`src/design/qmra_pkg.sv`:
```
// qmra_pkg: shared types and codes for the quadratic model residual accumulator
// word layouts, opcodes and the controller-to-datapath command codes
// no dependencies
package qmra_pkg;

    // default sizes handed to the top level parameters
    localparam int NUM_CHANNELS_DEF = 2;
    localparam int NUM_MODES_DEF    = 2;

    // opcodes of an input word
    localparam logic [1:0] OP_LOAD  = 2'd0;
    localparam logic [1:0] OP_COORD = 2'd1;
    localparam logic [1:0] OP_END   = 2'd2;
    localparam logic [1:0] OP_NONE  = 2'd3;

    // datapath step codes
    localparam int DP_OP_W = 5;
    localparam logic [DP_OP_W-1:0] DP_NOP   = 5'd0;
    localparam logic [DP_OP_W-1:0] DP_LOAD  = 5'd1;
    localparam logic [DP_OP_W-1:0] DP_CRD   = 5'd2;
    localparam logic [DP_OP_W-1:0] DP_CMUL  = 5'd3;
    localparam logic [DP_OP_W-1:0] DP_CACC  = 5'd4;
    localparam logic [DP_OP_W-1:0] DP_CCNT  = 5'd5;
    localparam logic [DP_OP_W-1:0] DP_ERD0  = 5'd6;
    localparam logic [DP_OP_W-1:0] DP_EW0   = 5'd7;
    localparam logic [DP_OP_W-1:0] DP_ERD   = 5'd8;
    localparam logic [DP_OP_W-1:0] DP_EAMP  = 5'd9;
    localparam logic [DP_OP_W-1:0] DP_EMAG  = 5'd10;
    localparam logic [DP_OP_W-1:0] DP_ESQ   = 5'd11;
    localparam logic [DP_OP_W-1:0] DP_EADD  = 5'd12;
    localparam logic [DP_OP_W-1:0] DP_RSAT  = 5'd13;
    localparam logic [DP_OP_W-1:0] DP_RDIFF = 5'd14;
    localparam logic [DP_OP_W-1:0] DP_RSQ   = 5'd15;
    localparam logic [DP_OP_W-1:0] DP_RDIST = 5'd16;
    localparam logic [DP_OP_W-1:0] DP_ROUT  = 5'd17;

    typedef struct packed {
        logic [1:0]          opcode;
        logic [5:0]          param_index;
        logic signed [31:0]  param_value;
        logic signed [31:0]  coord_value;
        logic signed [31:0]  measured_intensity;
        logic                last_sample;
    } item_t;

    typedef struct packed {
        logic signed [31:0]  model_intensity;
        logic [62:0]         distance;
        logic                batch_done;
        logic                count_error;
    } result_t;

    typedef struct packed {
        logic                capture;
        logic [DP_OP_W-1:0]  op;
    } cmd_t;

    typedef struct packed {
        logic                coord_ok;
        logic                last_ch;
        logic                out_free;
    } status_t;

endpackage

```
`src/design/qmra_ctrl.sv`:
```
// qmra_ctrl: sequencer for the quadratic model residual accumulator
// steps the datapath through load, coordinate and end-of-sample work
// depends on qmra_pkg
module qmra_ctrl (
    input  logic              clk,
    input  logic              rst_n,
    input  logic              item_valid,
    input  logic [1:0]        opcode,
    output logic              item_stall,
    input  qmra_pkg::status_t status,
    output qmra_pkg::cmd_t    cmd
);
    import qmra_pkg::*;

    localparam logic [4:0] S_IDLE  = 5'd0;
    localparam logic [4:0] S_LOAD  = 5'd1;
    localparam logic [4:0] S_CRD   = 5'd2;
    localparam logic [4:0] S_CMUL  = 5'd3;
    localparam logic [4:0] S_CACC  = 5'd4;
    localparam logic [4:0] S_CCNT  = 5'd5;
    localparam logic [4:0] S_ERD0  = 5'd6;
    localparam logic [4:0] S_EW0   = 5'd7;
    localparam logic [4:0] S_ERD   = 5'd8;
    localparam logic [4:0] S_EAMP  = 5'd9;
    localparam logic [4:0] S_EMAG  = 5'd10;
    localparam logic [4:0] S_ESQ   = 5'd11;
    localparam logic [4:0] S_EADD  = 5'd12;
    localparam logic [4:0] S_RSAT  = 5'd13;
    localparam logic [4:0] S_RDIFF = 5'd14;
    localparam logic [4:0] S_RSQ   = 5'd15;
    localparam logic [4:0] S_RDIST = 5'd16;
    localparam logic [4:0] S_ROUT  = 5'd17;

    logic [4:0] state_reg;
    logic [4:0] state_next;

    always_ff @(posedge clk or negedge rst_n)
    begin
        if (!rst_n)
        begin
            state_reg <= S_IDLE;
        end
        else
        begin
            state_reg <= state_next;
        end
    end

    assign item_stall  = (state_reg != S_IDLE);

    always_comb
    begin
        state_next  = state_reg;
        cmd.capture = (state_reg == S_IDLE) && item_valid;
        cmd.op      = DP_NOP;
        unique case (state_reg)
            S_IDLE:
            begin
                if (item_valid)
                begin
                    unique case (opcode)
                        OP_LOAD:  state_next = S_LOAD;
                        OP_COORD: state_next = status.coord_ok ? S_CRD : S_CCNT;
                        OP_END:   state_next = S_ERD0;
                        OP_NONE:  state_next = S_IDLE;
                    endcase
                end
            end
            S_LOAD:
            begin
                cmd.op     = DP_LOAD;
                state_next = S_IDLE;
            end
            S_CRD:
            begin
                cmd.op     = DP_CRD;
                state_next = S_CMUL;
            end
            S_CMUL:
            begin
                cmd.op     = DP_CMUL;
                state_next = S_CACC;
            end
            S_CACC:
            begin
                cmd.op     = DP_CACC;
                state_next = status.last_ch ? S_CCNT : S_CRD;
            end
            S_CCNT:
            begin
                cmd.op     = DP_CCNT;
                state_next = S_IDLE;
            end
            S_ERD0:
            begin
                cmd.op     = DP_ERD0;
                state_next = S_EW0;
            end
            S_EW0:
            begin
                cmd.op     = DP_EW0;
                state_next = S_ERD;
            end
            S_ERD:
            begin
                cmd.op     = DP_ERD;
                state_next = S_EAMP;
            end
            S_EAMP:
            begin
                cmd.op     = DP_EAMP;
                state_next = S_EMAG;
            end
            S_EMAG:
            begin
                cmd.op     = DP_EMAG;
                state_next = S_ESQ;
            end
            S_ESQ:
            begin
                cmd.op     = DP_ESQ;
                state_next = S_EADD;
            end
            S_EADD:
            begin
                cmd.op     = DP_EADD;
                state_next = status.last_ch ? S_RSAT : S_ERD;
            end
            S_RSAT:
            begin
                cmd.op     = DP_RSAT;
                state_next = S_RDIFF;
            end
            S_RDIFF:
            begin
                cmd.op     = DP_RDIFF;
                state_next = S_RSQ;
            end
            S_RSQ:
            begin
                cmd.op     = DP_RSQ;
                state_next = S_RDIST;
            end
            S_RDIST:
            begin
                cmd.op     = DP_RDIST;
                state_next = S_ROUT;
            end
            S_ROUT:
            begin
                // hold here until the result register can take the word
                if (status.out_free)
                begin
                    cmd.op     = DP_ROUT;
                    state_next = S_IDLE;
                end
            end
            default:
            begin
                state_next = S_IDLE;
            end
        endcase
    end

endmodule

```
`config.mk`:
```
export PLATFORM = sky130hd
export DESIGN_NAME = qmra_ctrl
export DESIGN_NICKNAME = d
export VERILOG_FILES = /design/src/design/qmra_pkg.sv /design/src/design/qmra_ctrl.sv
export SDC_FILE = /design/constraint.sdc
export NUM_CORES = 1
export LEC_CHECK = 0
export ABC_CLOCK_PERIOD_IN_PS = 3630
export BUFFER_PORTS_ARGS = -buffer_cell sky130_fd_sc_hd__buf_2
export CELL_PAD_IN_SITES_DETAIL_PLACEMENT = 1
export CELL_PAD_IN_SITES_GLOBAL_PLACEMENT = 2
export CORE_MARGIN = 2
export CORE_UTILIZATION = 28
export DETAILED_ROUTE_END_ITERATION = 8
export GPL_TIMING_DRIVEN = 0
export PLACE_DENSITY_LB_ADDON = 0.2
export SLEW_MARGIN = 20
export SYNTH_ARGS = -nofsm -noshare
export SYNTH_HDL_FRONTEND = slang
export SYNTH_SLANG_ARGS = --single-unit
```
`constraint.sdc`:
```
create_clock -name clk -period 3.63 [get_ports clk]
set_input_delay 0 -clock clk [delete_from_list [all_inputs] [get_ports clk]]
set_output_delay 0 -clock clk [all_outputs]
set_load 0.1 [all_outputs]
```
### Word level (Yosys, flattened, before mapping)

Cells that the tools add are included.
W data, S select, Z words.

| word-level totals | value |
|---|---|
| bits in registers | 5 |
| bits of input ports | 8 |
| output and inout port bits | 7 |

| operators by class | value |
|---|---|
| equal/unequal tests | 22 |
| multiplexer cells | 9 |
| reductions and logical operators | 5 |

Operators with widths:

| kind | count |
|---|---|
| $pmux W5 S17 | 1 |
| $pmux W5 S16 | 1 |
| $eq A5 B4 Y1 const B | 8 |
| $eq A5 B3 Y1 const B | 4 |
| $pmux W5 S4 | 1 |
| $mux W5 | 3 |
| $eq A5 B2 Y1 const B | 2 |
| $eq A5 B5 Y1 const B | 2 |
| $mux W3 | 3 |
| $eq A5 B1 Y1 const B | 1 |
| $logic_not A5 Y1 | 1 |
| $reduce_bool A5 Y1 | 1 |
| $eq A2 B2 Y1 const B | 2 |
| $ne A2 B2 Y1 const B | 2 |
| $eq A2 B1 Y1 const B | 1 |
| $logic_not A2 Y1 | 1 |
| $reduce_and A2 Y1 | 1 |
| $logic_and A1 B1 Y1 | 1 |

### Logic depth before layout (Yosys ltp)

| depth | value |
|---|---|
| depth after elaboration | 4 |
| depth in mapped cells | 5 |

### Worst setup path after synthesis

No wires, ideal clock.

| timing path | value |
|---|---|
| path kind | reg-to-output |
| start | register state_reg[1] |
| end | output cmd[0] (netlist name) |
| data arrival time | 3,065 ps |
| path slack | 565 ps |
| cell stages (with the launch flop) | 5 |
| buffers on the path | 1 |
| cell sequence | dfrtp_1 > buf_2 > nor3_1 > nand2_1 > a21boi_0 |

RTL lines:

| element | line | source |
|---|---|---|
| from (decl) | qmra_ctrl.sv:34 | `logic [4:0] state_reg;` |
| from (signal assigned) | qmra_ctrl.sv:45 | `state_reg <= state_next;` |
| to (decl) | qmra_ctrl.sv:11 | `output qmra_pkg::cmd_t cmd` |

==> flow_summary.ini <==
[run_status]
status = completed

[worst_setup_path]
cp.arrival_ps = 1850
cp_slowest_cell = dfrtp_1
path_class = reg -> out
cpPeakStageDelay_ps = 450
crit_end = cmd[5]
r2r_start = state_reg[3]
cp_data_required_time_ps = 3630
reg2reg_to = state_reg[1]
cp_max_fo = 8
critPathLaunchType = register
crit_start = state_reg[3]
worst-r2r-setup-slack_ps = 2250
crit_path_cell_trace = or3_4 > nor3_4 > and2_1 > buf_2
endpoint_kind = output pin
reg2reg_depth = 4

[logic_synthesis]
ys_seq_elements = 5
synth_fp_nets = 65
syn_area_per_cell_sq_um = 8.06
synth_compound_area_share_pct = 28.1
synth_xor_area_share_pct = 1.91
synthAdderAreaFrac_pct = 0
synth.top_cell.area_share_pct = 27.2
synth_top_cell_by_area = dfrtp_1
synth_cell_type_count = 32
ys.flop_type = dfrtp_1
synthCells = 57
synth_edf_count = 0
async_reset_ff_share_pct = 100
synthMuxAreaShare_pct = 0
synthesis.area_sq_um = 459
synth_top_family_by_area = simple AND/OR/NAND/NOR gates
ys_seq_area_share_pct = 27.2
synth_top_cells_by_area = dfrtp_1 27%, a21oi_1 6.5%, nor2b_1 4.1%
synthSimpleGateAreaFrac_pct = 36.2
yosysWarningCount = 0

[cts]
root_buffer = clkbuf_4
numCtsBuffers = 3
cts_sinks = 5
cts_tree = yes
clk_latency_ps = 240
cts_buffer_depth = 2
ctsResizeCount = 0
h-tree-depth = 1
clk_pin_slew_ps = 40

[finish]
area_growth_syn_to_layout_pct = 27.5
post-route-util_pct = 38.4
largest_reg_flops = 5
fillers = 193
nets = 85
antennaDiodeCount = 0
drive_gt1_share_pct = 35.5

[die]
start_util_pct = 30.1
rows = 14
die_x_um = 44.5
die_h_um = 44.5
ios = 15
dieArea_sq_mm = 0.00198
fp.coreArea_sq_mm = 0.00152

[grt]
grt_usage_pct = 13.8
grt_pass1_wl_um = 1970
antenna_found_initial = 0
grt_pass1_vias = 449
overflow = 0
grt_start_max_net_pins = 11

[sta]
worst_slack_ps = 1780
final.period_utilization_pct = 50.9
fmaxAchievable_mhz = 541
report.final.slew_viol_count = 0
tns_ps = 0
max_slew_margin_pct = 68.0
worst_pin_slew_ps = 483
skew_ps = 1.57
period_minus_slack_ps = 1850
timing.hold.ws_ps = 99.5
finalSetupViolCount = 0
hold_violations = 0
rsz0062_at_grt = no

[routing]
wl_per_cell_um = 12.8
ant_nets = 0
vias = 473
post-route-drc-count = 0
wl_um = 1180
first_pass_iters = 3
via_per_inst = 5.14
dr.first_iter.drc_count = 5

[placed_design]
gp_congestion = 0.676
hpwlAfterDp_um = 916
port_buffers = 14
dp_worst_setup_slack_ps = 2030

[job]
drv_cap = 0

[worst_hold_path]
hold_path.class = in -> async
-- per-stage QoR --
stage	std cells	instance area (sq um)
after floorplan	57	459
after global routing	92	586
after global placement	87	549
after detailed placement	87	549
final	92	586
after CTS	92	586
-- synth_stat cells, types with 2 or more instances --
master	n
a21oi_1	6
buf_2	3
dfrtp_1	5
nand2_1	4
nand3_1	3
nor2_1	4
nor2b_1	3
nor3_1	2
o21ai_0	3
o21ai_1	2
-- worst min-delay path by stage --
| stage | start | to | slack [ps] |
|---|---|---|---|
| floorplan | rst_n | state_reg[0] | -300 |
| global placement | rst_n | state_reg[2] | -180 |
| detailed placement | rst_n | state_reg[2] | -180 |
| CTS | rst_n | state_reg[2] | 90 |
| global route | rst_n | state_reg[4] | 110 |
| finish | rst_n | state_reg[4] | 100 |
-- worst max-delay path: cells and delay by family (launching register included) --
kind / cells / cell delay [ps]
flops: 1 / 450
simple gates: 3 / 740
buf+inv: 1 / 410
-- kinds of logic (layout without fill, tap and decap cells) --
| kind of cell | after synthesis | in the layout |
|---|---|---|
| AO/OA/AOI/OAI | 20 | 20 |
| XOR/XNOR | 1 | 1 |
| buffers and inverters | 5 | 24 |
| flip-flops | 5 | 5 |
| AND/OR/NAND/NOR | 26 | 26 |
-- layout make-up --
type	count	area, sq um	share of cell area, %
Tap cell	16	20.0	3.42
Timing Repair Buffer	15	80.1	13.7
Inverter	1	3.75	0.641
Sequential cell	5	125	21.4
Multi-Input combinational cell	47	304	51.9
Buffer	4	26.3	4.49
Clock buffer	4	26.3	4.49
-- placed cells by master (no fill, tap or decap), types with 2 or more instances in the layout --
cell	instances
buf_2	17
nor2_1	4
nand2_1	4
o21ai_0	3
nor3_1	2
nand3_1	3
clkbuf_4	3
nor2b_1	3
a21oi_1	6
o21ai_1	2
dfrtp_1	5
-- layer usage --
layer | track usage, % | vias up | wire (um)
met3 | 2.45 | 2 | 57
met5 | 0 | - | 0
met1 | 16.6 | 215 | 566
met4 | 9.09 | 0 | 12
li1 | - | 243 | -
met2 | 22.3 | 13 | 544
-- repair_timing --
action | 4_1_cts | 5_1_grt
buffers inserted | 0 | 0
hold buffers | 1 | 0
hold endpoints to repair | 5 | 0
Power is left out: the tool's default activity adds up to more than one toggle a clock period on the data nets, which glitch-free logic cannot reach.
